==> src/lsc_pkg.sv <==
// ----------------------------------------------------------------------------
// Line scan converter package
// Grid constants, the walk command handed from the front end to the walker,
// and the coordinate helper functions.
// ----------------------------------------------------------------------------
package lsc_pkg;

  localparam int GRID_SIZE = 64;
  localparam int FRAC_BITS = 4;
  localparam int IN_W      = 10;
  localparam int IDX_W     = $clog2(GRID_SIZE);
  localparam int RND_W     = IN_W - FRAC_BITS + 1;
  localparam int HALF      = 1 << (FRAC_BITS - 1);
  // The error term can grow by twice the minor span on every step of a walk
  // whose rounded minor span exceeds the major span.
  localparam int ERR_W     = 2 * IDX_W + 3;

  // Command queue between the front end and the walker.
  localparam int CMD_DEPTH = 2;
  localparam int CMD_PTR_W = $clog2(CMD_DEPTH);
  localparam int CMD_CNT_W = $clog2(CMD_DEPTH + 1);

  typedef struct packed {
    logic             row_walk;
    logic             minor_down;
    logic [IDX_W-1:0] major0;
    logic [IDX_W-1:0] major1;
    logic [IDX_W-1:0] minor0;
    logic [IDX_W-1:0] dmaj;
    logic [IDX_W-1:0] dmin;
  } lsc_cmd_t;

  // Round half up to a grid index and limit it to the last grid cell.
  function automatic logic [IDX_W-1:0] round_idx(input logic [IN_W-1:0] v);
    logic [IN_W:0]    sum;
    logic [RND_W-1:0] r;
    sum = {1'b0, v} + (IN_W + 1)'(HALF);
    r   = sum[IN_W:FRAC_BITS];
    if (r > RND_W'(GRID_SIZE - 1)) begin
      round_idx = IDX_W'(GRID_SIZE - 1);
    end else begin
      round_idx = r[IDX_W-1:0];
    end
  endfunction

  function automatic logic [IN_W-1:0] abs_diff(input logic [IN_W-1:0] a,
                                               input logic [IN_W-1:0] b);
    abs_diff = (a > b) ? (a - b) : (b - a);
  endfunction

endpackage

==> src/lsc_seg_if.sv <==
// ----------------------------------------------------------------------------
// Segment channel
// Valid/ready channel that carries one line segment, two fixed point endpoints.
// ----------------------------------------------------------------------------
interface lsc_seg_if import lsc_pkg::*; ();

  logic            valid;
  logic            ready;
  logic [IN_W-1:0] start_row;
  logic [IN_W-1:0] start_col;
  logic [IN_W-1:0] end_row;
  logic [IN_W-1:0] end_col;

  modport source (output valid, output start_row, output start_col,
                  output end_row, output end_col, input ready);
  modport sink   (input valid, input start_row, input start_col,
                  input end_row, input end_col, output ready);

endinterface

==> src/lsc_pix_if.sv <==
// ----------------------------------------------------------------------------
// Pixel channel
// Valid/ready channel that carries one grid cell and its end-of-segment flag.
// ----------------------------------------------------------------------------
interface lsc_pix_if import lsc_pkg::*; ();

  logic             valid;
  logic             ready;
  logic [IDX_W-1:0] pixel_row;
  logic [IDX_W-1:0] pixel_col;
  logic             last;

  modport source (output valid, output pixel_row, output pixel_col,
                  output last, input ready);
  modport sink   (input valid, input pixel_row, input pixel_col,
                  input last, output ready);

endinterface

==> src/line_scan_converter.sv <==
// ----------------------------------------------------------------------------
// Line scan converter
// Turns line segments with fixed point endpoints into the ordered list of
// grid cells that a Bresenham walk sets.
// ----------------------------------------------------------------------------
// Usage:
//   A segment arrives on seg_i as four unsigned coordinates with four
//   fraction bits. Each transfer on seg_i yields one to 64 transfers on
//   pix_o, one per grid cell, in walk order; the final cell carries last.
//   The front end rounds and registers the endpoints, orders them and
//   queues a walk command; the walker then emits one cell per cycle while
//   the receiver keeps ready high. The walker loads the next queued
//   command in the cycle that it emits the last cell of the current one,
//   so cells of consecutive segments follow without a gap. The walker's
//   single step per cycle sets this rate; the front end takes a new
//   segment whenever its stage register can drain into the two-entry queue.
//   Reset clears the stage, queue and walker valids; no transfer is pending.
//   When the receiver holds ready low the output register keeps its cell,
//   the walker freezes, the queue fills, and then seg_i drops ready.
// ----------------------------------------------------------------------------
module line_scan_converter import lsc_pkg::*; (
  input  logic      clk_i,
  input  logic      rst_ni,
  lsc_seg_if.sink   seg_i,
  lsc_pix_if.source pix_o
);

  // Front end to queue.
  logic     fq_valid, fq_ready;
  lsc_cmd_t fq_cmd;

  // Queue to walker.
  logic     qw_valid, qw_ready;
  lsc_cmd_t qw_cmd;

  lsc_front u_front (
    .clk_i       (clk_i),
    .rst_ni      (rst_ni),
    .seg_i       (seg_i),
    .cmd_valid_o (fq_valid),
    .cmd_ready_i (fq_ready),
    .cmd_o       (fq_cmd)
  );

  lsc_cmd_fifo u_cmd_fifo (
    .clk_i        (clk_i),
    .rst_ni       (rst_ni),
    .push_valid_i (fq_valid),
    .push_ready_o (fq_ready),
    .push_data_i  (fq_cmd),
    .pop_valid_o  (qw_valid),
    .pop_ready_i  (qw_ready),
    .pop_data_o   (qw_cmd)
  );

  lsc_walker u_walker (
    .clk_i       (clk_i),
    .rst_ni      (rst_ni),
    .cmd_valid_i (qw_valid),
    .cmd_ready_o (qw_ready),
    .cmd_i       (qw_cmd),
    .pix_o       (pix_o)
  );

endmodule

==> src/lsc_front.sv <==
// ----------------------------------------------------------------------------
// Line scan converter front end
// Rounds the endpoints, picks the walk axis and orders the endpoints, then
// pushes one walk command per segment.
// ----------------------------------------------------------------------------
module lsc_front import lsc_pkg::*; (
  input  logic          clk_i,
  input  logic          rst_ni,
  lsc_seg_if.sink       seg_i,
  output logic          cmd_valid_o,
  input  logic          cmd_ready_i,
  output lsc_cmd_t      cmd_o
);

  logic             s1_valid_q, s1_valid_d;
  logic [IDX_W-1:0] r0_q, c0_q, r1_q, c1_q;
  logic [IN_W-1:0]  drow_q, dcol_q;
  logic             accept;

  logic             row_walk, swap;
  logic [IDX_W-1:0] maj0, maj1, mn0, mn1;
  logic [IDX_W-1:0] s_maj0, s_maj1, s_mn0, s_mn1;

  assign seg_i.ready = !s1_valid_q || cmd_ready_i;
  assign accept      = seg_i.valid && seg_i.ready;

  always_comb begin
    s1_valid_d = s1_valid_q;
    if (accept) begin
      s1_valid_d = 1'b1;
    end else if (cmd_ready_i) begin
      s1_valid_d = 1'b0;
    end
  end

  always_ff @(posedge clk_i or negedge rst_ni) begin
    if (!rst_ni) begin
      s1_valid_q <= 1'b0;
    end else begin
      s1_valid_q <= s1_valid_d;
    end
  end

  always_ff @(posedge clk_i) begin
    if (accept) begin
      r0_q   <= round_idx(seg_i.start_row);
      c0_q   <= round_idx(seg_i.start_col);
      r1_q   <= round_idx(seg_i.end_row);
      c1_q   <= round_idx(seg_i.end_col);
      drow_q <= abs_diff(seg_i.start_row, seg_i.end_row);
      dcol_q <= abs_diff(seg_i.start_col, seg_i.end_col);
    end
  end

  // A vertical or horizontal segment is a walk with a zero minor span.
  assign row_walk = (c0_q == c1_q) || ((r0_q != r1_q) && (dcol_q < drow_q));
  assign maj0     = row_walk ? r0_q : c0_q;
  assign maj1     = row_walk ? r1_q : c1_q;
  assign mn0      = row_walk ? c0_q : r0_q;
  assign mn1      = row_walk ? c1_q : r1_q;
  assign swap     = maj0 > maj1;
  assign s_maj0   = swap ? maj1 : maj0;
  assign s_maj1   = swap ? maj0 : maj1;
  assign s_mn0    = swap ? mn1 : mn0;
  assign s_mn1    = swap ? mn0 : mn1;

  always_comb begin
    cmd_o.row_walk   = row_walk;
    cmd_o.minor_down = s_mn1 < s_mn0;
    cmd_o.major0     = s_maj0;
    cmd_o.major1     = s_maj1;
    cmd_o.minor0     = s_mn0;
    cmd_o.dmaj       = s_maj1 - s_maj0;
    cmd_o.dmin       = (s_mn1 < s_mn0) ? (s_mn0 - s_mn1) : (s_mn1 - s_mn0);
  end

  assign cmd_valid_o = s1_valid_q;

endmodule

==> src/lsc_cmd_fifo.sv <==
// ----------------------------------------------------------------------------
// Line scan converter command queue
// Two-entry queue of walk commands between the front end and the walker.
// ----------------------------------------------------------------------------
module lsc_cmd_fifo import lsc_pkg::*; (
  input  logic     clk_i,
  input  logic     rst_ni,
  input  logic     push_valid_i,
  output logic     push_ready_o,
  input  lsc_cmd_t push_data_i,
  output logic     pop_valid_o,
  input  logic     pop_ready_i,
  output lsc_cmd_t pop_data_o
);

  lsc_cmd_t             mem_q [CMD_DEPTH];
  logic [CMD_PTR_W-1:0] wr_ptr_q, wr_ptr_d, rd_ptr_q, rd_ptr_d;
  logic [CMD_CNT_W-1:0] count_q, count_d;
  logic                 push, pop;

  assign push_ready_o = count_q != CMD_CNT_W'(CMD_DEPTH);
  assign pop_valid_o  = count_q != '0;
  assign push         = push_valid_i && push_ready_o;
  assign pop          = pop_valid_o && pop_ready_i;
  assign pop_data_o   = mem_q[rd_ptr_q];

  always_comb begin
    wr_ptr_d = wr_ptr_q;
    rd_ptr_d = rd_ptr_q;
    if (push) begin
      wr_ptr_d = (wr_ptr_q == CMD_PTR_W'(CMD_DEPTH - 1)) ? '0 : (wr_ptr_q + 1'b1);
    end
    if (pop) begin
      rd_ptr_d = (rd_ptr_q == CMD_PTR_W'(CMD_DEPTH - 1)) ? '0 : (rd_ptr_q + 1'b1);
    end
    count_d  = count_q;
    if (push && !pop) begin
      count_d = count_q + 1'b1;
    end else if (pop && !push) begin
      count_d = count_q - 1'b1;
    end
  end

  always_ff @(posedge clk_i or negedge rst_ni) begin
    if (!rst_ni) begin
      wr_ptr_q <= '0;
      rd_ptr_q <= '0;
      count_q  <= '0;
    end else begin
      wr_ptr_q <= wr_ptr_d;
      rd_ptr_q <= rd_ptr_d;
      count_q  <= count_d;
    end
  end

  always_ff @(posedge clk_i) begin
    if (push) begin
      mem_q[wr_ptr_q] <= push_data_i;
    end
  end

endmodule

==> src/lsc_walker.sv <==
// ----------------------------------------------------------------------------
// Line scan converter walker
// Steps one walk command along its major axis, one cell per cycle while the
// output is not stalled, into an output register.
// ----------------------------------------------------------------------------
module lsc_walker import lsc_pkg::*; (
  input  logic     clk_i,
  input  logic     rst_ni,
  input  logic     cmd_valid_i,
  output logic     cmd_ready_o,
  input  lsc_cmd_t cmd_i,
  lsc_pix_if.source pix_o
);

  lsc_cmd_t         cmd_q;
  logic             busy_q, busy_d;
  logic [IDX_W-1:0] a_q, a_d, b_q, b_d;
  logic [ERR_W-1:0] err_q, err_d;
  logic             out_valid_q, out_valid_d;
  logic [IDX_W-1:0] out_row_q, out_col_q;
  logic             out_last_q;

  logic             emit, at_end, load, err_pos;

  assign emit        = busy_q && (!out_valid_q || pix_o.ready);
  assign at_end      = a_q == cmd_q.major1;
  assign cmd_ready_o = !busy_q || (emit && at_end);
  assign load        = cmd_valid_i && cmd_ready_o;
  assign err_pos     = !err_q[ERR_W-1] && (err_q != '0);

  always_comb begin
    busy_d      = busy_q;
    a_d         = a_q;
    b_d         = b_q;
    err_d       = err_q;
    out_valid_d = out_valid_q;
    if (emit) begin
      out_valid_d = 1'b1;
      a_d         = a_q + 1'b1;
      err_d       = err_q + ERR_W'({cmd_q.dmin, 1'b0})
                  - (err_pos ? ERR_W'({cmd_q.dmaj, 1'b0}) : '0);
      if (err_pos) begin
        b_d = cmd_q.minor_down ? (b_q - 1'b1) : (b_q + 1'b1);
      end
      if (at_end) begin
        busy_d = 1'b0;
      end
    end else if (pix_o.ready) begin
      out_valid_d = 1'b0;
    end
    if (load) begin
      busy_d = 1'b1;
      a_d    = cmd_i.major0;
      b_d    = cmd_i.minor0;
      err_d  = ERR_W'({cmd_i.dmin, 1'b0}) - ERR_W'(cmd_i.dmaj);
    end
  end

  always_ff @(posedge clk_i or negedge rst_ni) begin
    if (!rst_ni) begin
      busy_q      <= 1'b0;
      out_valid_q <= 1'b0;
    end else begin
      busy_q      <= busy_d;
      out_valid_q <= out_valid_d;
    end
  end

  always_ff @(posedge clk_i) begin
    a_q   <= a_d;
    b_q   <= b_d;
    err_q <= err_d;
    if (load) begin
      cmd_q <= cmd_i;
    end
    if (emit) begin
      out_row_q  <= cmd_q.row_walk ? a_q : b_q;
      out_col_q  <= cmd_q.row_walk ? b_q : a_q;
      out_last_q <= at_end;
    end
  end

  assign pix_o.valid     = out_valid_q;
  assign pix_o.pixel_row = out_row_q;
  assign pix_o.pixel_col = out_col_q;
  assign pix_o.last      = out_last_q;

  // The walk never passes the far end of its major span.
  assert property (@(posedge clk_i) disable iff (!rst_ni)
    busy_q |-> a_q <= cmd_q.major1)
    else $error("walker ran past the end of its major span");

  // A stalled output freezes the walk position.
  assert property (@(posedge clk_i) disable iff (!rst_ni)
    busy_q && out_valid_q && !pix_o.ready |=> $stable(a_q) && $stable(b_q))
    else $error("walker advanced while the output was stalled");

  // The final cell of a walk leaves the output register flagged as last.
  assert property (@(posedge clk_i) disable iff (!rst_ni)
    emit && at_end |=> out_valid_q && out_last_q)
    else $error("final cell of a walk not flagged as last");

  // Every other cell is presented without the last flag.
  assert property (@(posedge clk_i) disable iff (!rst_ni)
    emit && !at_end |=> out_valid_q && !out_last_q)
    else $error("last flag set before the end of a walk");

endmodule

==> src/flat_wrapper.sv <==
// flat-port wrapper written by rule: the top's interface ports become plain ports
module line_scan_converter_flat import lsc_pkg::*;
  (clk_i, rst_ni, seg_i_valid, seg_i_start_row, seg_i_start_col, seg_i_end_row, seg_i_end_col, seg_i_ready, pix_o_valid, pix_o_pixel_row, pix_o_pixel_col, pix_o_last, pix_o_ready);
  lsc_seg_if seg_i_i ();
  lsc_pix_if pix_o_i ();
  input  logic clk_i;
  input  logic rst_ni;
  input wire logic [$bits(seg_i_i.valid)-1:0] seg_i_valid;
  input wire logic [$bits(seg_i_i.start_row)-1:0] seg_i_start_row;
  input wire logic [$bits(seg_i_i.start_col)-1:0] seg_i_start_col;
  input wire logic [$bits(seg_i_i.end_row)-1:0] seg_i_end_row;
  input wire logic [$bits(seg_i_i.end_col)-1:0] seg_i_end_col;
  output wire logic [$bits(seg_i_i.ready)-1:0] seg_i_ready;
  output wire logic [$bits(pix_o_i.valid)-1:0] pix_o_valid;
  output wire logic [$bits(pix_o_i.pixel_row)-1:0] pix_o_pixel_row;
  output wire logic [$bits(pix_o_i.pixel_col)-1:0] pix_o_pixel_col;
  output wire logic [$bits(pix_o_i.last)-1:0] pix_o_last;
  input wire logic [$bits(pix_o_i.ready)-1:0] pix_o_ready;
  assign seg_i_i.valid = seg_i_valid;
  assign seg_i_i.start_row = seg_i_start_row;
  assign seg_i_i.start_col = seg_i_start_col;
  assign seg_i_i.end_row = seg_i_end_row;
  assign seg_i_i.end_col = seg_i_end_col;
  assign seg_i_ready = seg_i_i.ready;
  assign pix_o_valid = pix_o_i.valid;
  assign pix_o_pixel_row = pix_o_i.pixel_row;
  assign pix_o_pixel_col = pix_o_i.pixel_col;
  assign pix_o_last = pix_o_i.last;
  assign pix_o_i.ready = pix_o_ready;
  line_scan_converter u_core (.clk_i(clk_i), .rst_ni(rst_ni), .seg_i(seg_i_i), .pix_o(pix_o_i));
endmodule
==> config.mk <==
export PLATFORM = sky130hd
export DESIGN_NAME = line_scan_converter_flat
export DESIGN_NICKNAME = d
export VERILOG_FILES = /design/src/lsc_pkg.sv /design/src/lsc_seg_if.sv /design/src/lsc_pix_if.sv /design/src/line_scan_converter.sv /design/src/lsc_front.sv /design/src/lsc_cmd_fifo.sv /design/src/lsc_walker.sv /design/src/flat_wrapper.sv
export SDC_FILE = /design/constraint.sdc
export NUM_CORES = 1
export LEC_CHECK = 0
export BUFFER_PORTS_ARGS = -buffer_cell sky130_fd_sc_hd__clkbuf_2
export CAP_MARGIN = 15
export CELL_PAD_IN_SITES_DETAIL_PLACEMENT = 0
export CELL_PAD_IN_SITES_GLOBAL_PLACEMENT = 2
export CORE_UTILIZATION = 38
export CTS_CLUSTER_DIAMETER = 30
export DETAILED_ROUTE_END_ITERATION = 8
export PLACE_DENSITY = 0.79
export SYNTH_ARGS = -nofsm -noshare
export SYNTH_HDL_FRONTEND = slang
export SYNTH_SLANG_ARGS = --single-unit
==> constraint.sdc <==
create_clock -name clk_i -period 7.12 [get_ports clk_i]
set_input_delay 0.356 -clock clk_i [delete_from_list [all_inputs] [get_ports clk_i]]
set_output_delay 0.356 -clock clk_i [all_outputs]
set_load 0.02 [all_outputs]
==> metrics.csv, run 1 <==
metric,value,unit
status,"complete, no violations",
async_flop_share,4.00,%
cts_tree,done,
drc,0,
clkSinkCount,175,
synth_top_cell_by_area,edfxtp_1,
worstPathMaxFanout,25,
nets,1315,
yosysMostFrequentCell,edfxtp_1,
num_io_pins,59,
required,7300,ps
arrival,6620,ps
period_share,90.5,%
p_leak,5.59,nW
drive_above_1_share,12.6,%
first_global_vias,7915,
min_from,seg_i_valid,
reg2regPathDepth,31,
cp.buffers_inverters,3,
yosys_warnings,0,
insertion_delay,440,ps
antenna_found_initial,0,
reg2reg_from,u_core.u_front.dcol_q[8],
synth.area.mux_share,8.97,%
grt_pass1_wl,40400,microns
r2r_slack,680,ps
synth_compound_area_share,10.6,%
synth_edf_count,168,
cpMostUsedCell,a21oi_1,
min_to,u_core.u_front.cmd_valid_o,
timing.rr.end,u_core.u_cmd_fifo.mem_q[1][5],
io_buffer_count,58,
worst_slew_pin_slew,1000,ps
ys_top_cells_by_count,"168 x edfxtp_1, 139 x inv_1, 93 x ha_1, 72 x a21oi_1, 71 x nor2_1",
avgSynthCellArea,10.6,sq um
finalSetupTns,0,ps
netlist.area_leader.share,43.4,%
htreeDepth,4,
worst_path_max_delay_cell,o311a_1,
antenna_cells,0,
finalWeightedCongestion,0.858,
power.density,495,nW/um^2
fp.dieH,177,microns
final_hold_viol_count,0,
rows,63,
root_buffer,clkbuf_16,
grt_usage,16.5,%
ys_seq_area_share,44.9,%
netlist_area,11600,sq um
ys.flop_type,edfxtp_1,
core_area,29900,sq um
cp-start-kind,flop,
final_cells,1566,
first_pass_iters,5,
hold_depth,2,
grt_max_degree,57,
synth_nets,1248,
yosys.area_share.simple,11.6,%
synth_fa_ha_area_share,12.6,%
synth_xor_area_share,5.95,%
hpwl,19300,microns
clkTransAtPathRegs,70,ps
fin_skew,16.9,ps
hold_class,in -> reg,
clock.fmax,0.155,GHz
wl_per_cell,15.7,microns
wl,24600,microns
first_iter_violations,297,
cts_setup_buffers,0,
worstSetupPathType,reg -> reg,
slew_headroom,33.2,%
numCtsBuffers,17,
end_kind,flop,
cts_max_path_buffers,2,
vias_per_cell,5.02,
max-cap-violations,0,
antenna_left,0,
synth_top_family_by_area,adder cells,
netlist_instances,1096,
syn2layout_area_growth,12.5,%
critical_path.max_stage_delay,420,ps
dieArea,31300,sq um
grt_overflow,0,
route.vias.total,7855,
synth.area.top_cells,"edfxtp_1 43%, ha_1 10%, mux2i_1 6.0%",
die_width,177,microns
synth_seq_cells,175,
final_max_slew_viol_count,0,
start_util,38.9,%
dpl.cell_count,1533,
grt_setup_unrepaired,no,
crit_family,compound AO/OA/AOI/OAI gates,
dpl_cell_area,12400,sq um
period_needed,6440,ps
fin_area,13100,sq um
finalSetupViolations,0,
synth.distinct_cells,64,
ir_drop,343,uV
cell families after synthesis:
| kind of cell | after synthesis |
|---|---|
| adders and majority gates | 108 |
| DFF | 175 |
| buffers and inverters | 167 |
| AOI/OAI and AO/OA | 193 |
| muxes | 100 |
| xor gates and xnor gates | 79 |
| and+or+nand+nor | 274 |
worst reg2reg max path: cells and delay by family, from the launching register on:
family / cells / cell delay, ps
compound gates: 14 / 2640
fa+ha+maj: 4 / 1220
simple gates: 8 / 1010
buf+inv: 3 / 610
flops: 1 / 370
mux: 1 / 220
xor+xnor: 1 / 140
metrics by stage:
stage / setup slack (ps) / hold slack (ps) / utilization [%] / total power, mW
2_1_floorplan: 486 / 60.4 / - / 4.61
3_3_place_gp: 748 / 204 / 41.6 / 5.50
3_5_place_dp: 585 / 201 / 41.6 / 5.54
4_1_cts: 560 / 105 / 43.8 / 6.56
5_1_grt: 5.98 / 118 / 43.8 / 7.04
6_report: 678 / 129 / 43.8 / 6.47
routing by layer:
layer / share of wire [%] / global-route usage (%)
met4: 2.0 / 5.24
met1: 45 / 19.7
met2: 51 / 30.0
met5: 0 / 0
met3: 2.3 / 2.62
state kept, by name, indices dropped and copies added, names as in the netlist, 6 cells and up:
register                         count
u_core.u_cmd_fifo.mem_q             64
u_core.u_front.c0_q                  6
u_core.u_front.c1_q                  6
u_core.u_front.dcol_q               10
u_core.u_front.drow_q               10
u_core.u_front.r0_q                  6
u_core.u_front.r1_q                  6
u_core.u_walker.a_q                  6
u_core.u_walker.b_q                  6
u_core.u_walker.cmd_q               20
u_core.u_walker.err_q               15
u_core.u_walker.pix_o.pixel_col      6
u_core.u_walker.pix_o.pixel_row      6
report_power, final:
part	internal [mW]	switching, mW
Clock	0.495	0.492
Sequential	1.84	0.152
Combinational	1.44	2.05
Total	3.77	2.70
worst max-delay path by stage:
| stage | from | endpoint | slack (ps) | cells past startpoint |
|---|---|---|---|---|
| after CTS | u_core.u_front.drow_q[1] | u_core.u_cmd_fifo.mem_q[1][5] | 560 | 32 |
| after global routing | u_core.u_front.dcol_q[8] | u_core.u_cmd_fifo.mem_q[1][5] | 6 | 34 |
| after floorplan | u_core.u_front.dcol_q[8] | u_core.u_cmd_fifo.mem_q[0][5] | 490 | 32 |
| after global placement | u_core.u_front.drow_q[1] | u_core.u_cmd_fifo.mem_q[0][5] | 750 | 31 |
| final | u_core.u_front.dcol_q[8] | u_core.u_cmd_fifo.mem_q[1][5] | 680 | 31 |
| after detailed placement | u_core.u_front.drow_q[1] | u_core.u_cmd_fifo.mem_q[1][5] | 590 | 32 |
final cells by class:
type	instances	area, sq um
clock buffer	17	425
clock inverter	15	220
inverter	141	529
timing repair buffer	74	413
multi-input combinational	754	5780
sequential	175	5220
tap	390	488
fill	2824	16800
layout by cell type, fill, tap and decap left out, drive strengths merged, types with 13 or more instances in the layout:
cell    instances
nand3          33
nand2          61
nor2b          22
nand2b         18
nor3           22
mux2i          70
a21o           13
xor2           20
xnor2          59
o21ai          45
a21oi          72
mux2           30
fa             15
inv           150
buf            15
ha             93
edfxtp        168
clkbuf         75
nor2           71
what timing repair did:
item                                   4_1_cts  5_1_grt
hold buffers                                 1        0
setup endpoints to repair                    0        2
resized for setup                            0        1
endpoints found under the hold margin        7        0
Note: power is estimated with default switching activity, not from simulation.
==> run 2, diff against run 1 <==
--- a/config.mk
+++ b/config.mk
@@ -9,10 +9,10 @@
 export CAP_MARGIN = 15
 export CELL_PAD_IN_SITES_DETAIL_PLACEMENT = 0
 export CELL_PAD_IN_SITES_GLOBAL_PLACEMENT = 2
-export CORE_UTILIZATION = 38
+export CORE_UTILIZATION = 42
 export CTS_CLUSTER_DIAMETER = 30
 export DETAILED_ROUTE_END_ITERATION = 8
-export PLACE_DENSITY = 0.79
+export PLACE_DENSITY = 0.82
 export SYNTH_ARGS = -nofsm -noshare
 export SYNTH_HDL_FRONTEND = slang
 export SYNTH_SLANG_ARGS = --single-unit
==> constraint.sdc (replaced) <==
create_clock -name clk_i -period 7.1 [get_ports clk_i]
set_input_delay 0.355 -clock clk_i [delete_from_list [all_inputs] [get_ports clk_i]]
set_output_delay 0.355 -clock clk_i [all_outputs]
set_load 0.02 [all_outputs]
==> run 2 against run 1 <==
Global-route usage increased by 1.5 points. Die area decreased by 9.4%. Critical path depth unchanged. Combinational power increased by 1%. Sequential power about the same.
==> metrics.csv, run 2 (synthesized netlist as in run 1, its figures left out) <==
metric,value,unit,change
grt_setup_unrepaired,no,,
hold_depth,2,,unchanged
fin_skew,12.3,ps,-4.56 ps
final_hold_viol_count,0,,unchanged
startpoint,u_core.u_front.dcol_q[8],,
top_register,u_core.u_cmd_fifo.mem_q,,
p_clk_share,15.0,%,-0.2 points
worst_path_max_delay_cell,o311a_1,,
wirelength_met1,10900,microns,about the same
p_leak,5.59,nW,about the same
core_area,27000,sq um,-9.5%
seq_power_share,30.7,%,about the same
min_from,seg_i_valid,,
grt_usage,18.0,%,+1.5 points
dieArea,28300,sq um,-9.4%
clock.fmax,0.154,GHz,-0.96%
met3_length,589,microns,+3.7%
antenna_found_initial,0,,unchanged
first_pass_iters,5,,unchanged
fin_ws,596,ps,-82.5 ps
place_ws,347,ps,-238 ps
rows,60,,-4.8%
drive_above_1_share,12.7,%,+0.15 points
required,7270,ps,-30 ps
period_share,91.6,%,+1.1 points
htreeDepth,4,,unchanged
hold_class,in -> reg,,
cts_tree,done,,
critical_path.max_stage_delay,420,ps,about the same
crit_family,compound AO/OA/AOI/OAI gates,,
pwr-share-comb,54.3,%,+0.3 points
num_io_pins,59,,unchanged
vias_per_cell,5.18,,+3.2%
antenna_cells,0,,unchanged
min_to,u_core.u_front.cmd_valid_o,,
grt_overflow,0,,unchanged
numCtsBuffers,17,,unchanged
first_global_vias,7905,,-0.13%
cpMostUsedCell,a21oi_1,,
cp.buffers_inverters,5,,+2
wl_met2,12400,microns,-1.1%
drc,0,,unchanged
finalSetupTns,0,ps,unchanged
power.density,500,nW/um^2,+1.1%
timing.rr.end,u_core.u_cmd_fifo.mem_q[1][5],,
worstPathMaxFanout,25,,unchanged
final_cell_mix,"168 x edfxtp_1, 139 x inv_1, 93 x ha_1",,
status,"complete, no violations",,
slew_headroom,32.3,%,-0.92 points
top_regs,"u_core.u_cmd_fifo.mem_q: 64 flops, u_core.u_walker.cmd_q: 20 flops, u_core.u_walker.err_q: 15 flops",,
insertion_delay,430,ps,about the same
grt_pass1_wl,40100,microns,-0.75%
io_buffer_count,58,,unchanged
wl_per_cell,16.1,microns,+2.5%
antenna_left,0,,unchanged
final_common_cell,edfxtp_1,,
hold_slack,131,ps,+2.58 ps
highest_layer,met4,,
first_iter_violations,364,,+23%
clkSinkCount,175,,unchanged
worstSetupPathType,reg -> reg,,
end_kind,flop,,
ir_drop,255,uV,-26%
arrival,6670,ps,+50 ps
cts_max_path_buffers,2,,unchanged
clkTransAtPathRegs,70,ps,about the same
internal-power,3.87,mW,+2.6%
nets,1317,,+0.15%
final_max_slew_viol_count,0,,unchanged
wl,24400,microns,-0.61%
finalWeightedCongestion,0.834,,-2.8%
switching_share,40.5,%,-1.2 points
fp.dieH,168,microns,-4.8%
die_width,168,microns,-4.8%
reg2regPathDepth,31,,unchanged
hpwl,18900,microns,-1.9%
grt_max_degree,57,,unchanged
cp-start-kind,flop,,
period_needed,6500,ps,+62.5 ps
finalSetupViolations,0,,unchanged
largest_register_ffs,64,,unchanged
start_util,43.0,%,+4.1 points
cts_setup_buffers,0,,unchanged
route.vias.total,7863,,+0.10%
switching_power,2.63,mW,-2.5%
reg2reg_from,u_core.u_front.dcol_q[8],,
max-cap-violations,0,,unchanged
syn2layout_area_growth,11.9,%,
worst_slew_pin_slew,1020,ps,+13.8 ps
final.fill_count,2524,,-11%
r2r_slack,600,ps,-80 ps
root_buffer,clkbuf_16,,
[run 2: cell types whose count changed in the layout (fill, tap and decap cells not counted), sizes merged]
cell / delta
inv: -2
clkbuf: +2
buf: +2
clkinv: -4
clkinvlp: +1
bufinv: +3
[run 2: worst max path at each step]
stage | end | slack [ps] | depth (start not counted)
4_1_cts | u_core.u_cmd_fifo.mem_q[1][5] | 320 | 32
3_5_place_dp | u_core.u_cmd_fifo.mem_q[0][5] | 350 | 32
3_3_place_gp | u_core.u_cmd_fifo.mem_q[0][5] | 520 | 32
5_1_grt | u_core.u_cmd_fifo.mem_q[1][5] | 60 | 31
6_report | u_core.u_cmd_fifo.mem_q[1][5] | 600 | 31
2_1_floorplan | u_core.u_cmd_fifo.mem_q[0][5] | 470 | 32
[run 2: through the flow]
stage	total power [mW]	utilization (%)	area [sq um]	instances
2_1_floorplan	4.62	-	11600	1096
3_3_place_gp	5.52	45.8	12400	1486
3_5_place_dp	5.55	45.8	12400	1486
4_1_cts	6.56	48.1	13000	1519
6_report	6.51	48.1	13000	1519
5_1_grt	7.04	48.1	13000	1519
[run 2: metal layers]
metal | global-route usage, % | vias up
li1 | - | 4015
met1 | 21.8 | 3707
met2 | 32.9 | 115
met3 | 2.37 | 26
met4 | 5.85 | 0
met5 | 0 | -
[run 2: cell type report]
type / count / area, sq um / area share [%]
multi-input combinational: 754 / 5780 / 44.5
clock inverter: 13 / 174 / 1.34
timing repair buffer: 76 / 432 / 3.32
clock buffer: 19 / 433 / 3.33
tap: 341 / 427 / 3.28
sequential: 175 / 5220 / 40.2
inverter: 141 / 532 / 4.09
[run 2: repair_timing]
action / in CTS / in global routing
endpoints found under the hold margin: 7 / 0
hold buffers: 1 / 0
resized for setup: 0 / 7
setup endpoints to repair: 0 / 4
[run 2: power by group through the flow]
| stage | Combinational, mW | Sequential, mW | Clock, mW |
|---|---|---|---|
| global placement | 3.50 | 2.01 | 0 |
| CTS | 3.55 | 2.00 | 1.00 |
| floorplan | 2.64 | 1.98 | 0 |
| global route | 3.97 | 2.03 | 1.04 |
| detailed placement | 3.53 | 2.02 | 0 |
| finish | 3.53 | 2.00 | 0.977 |
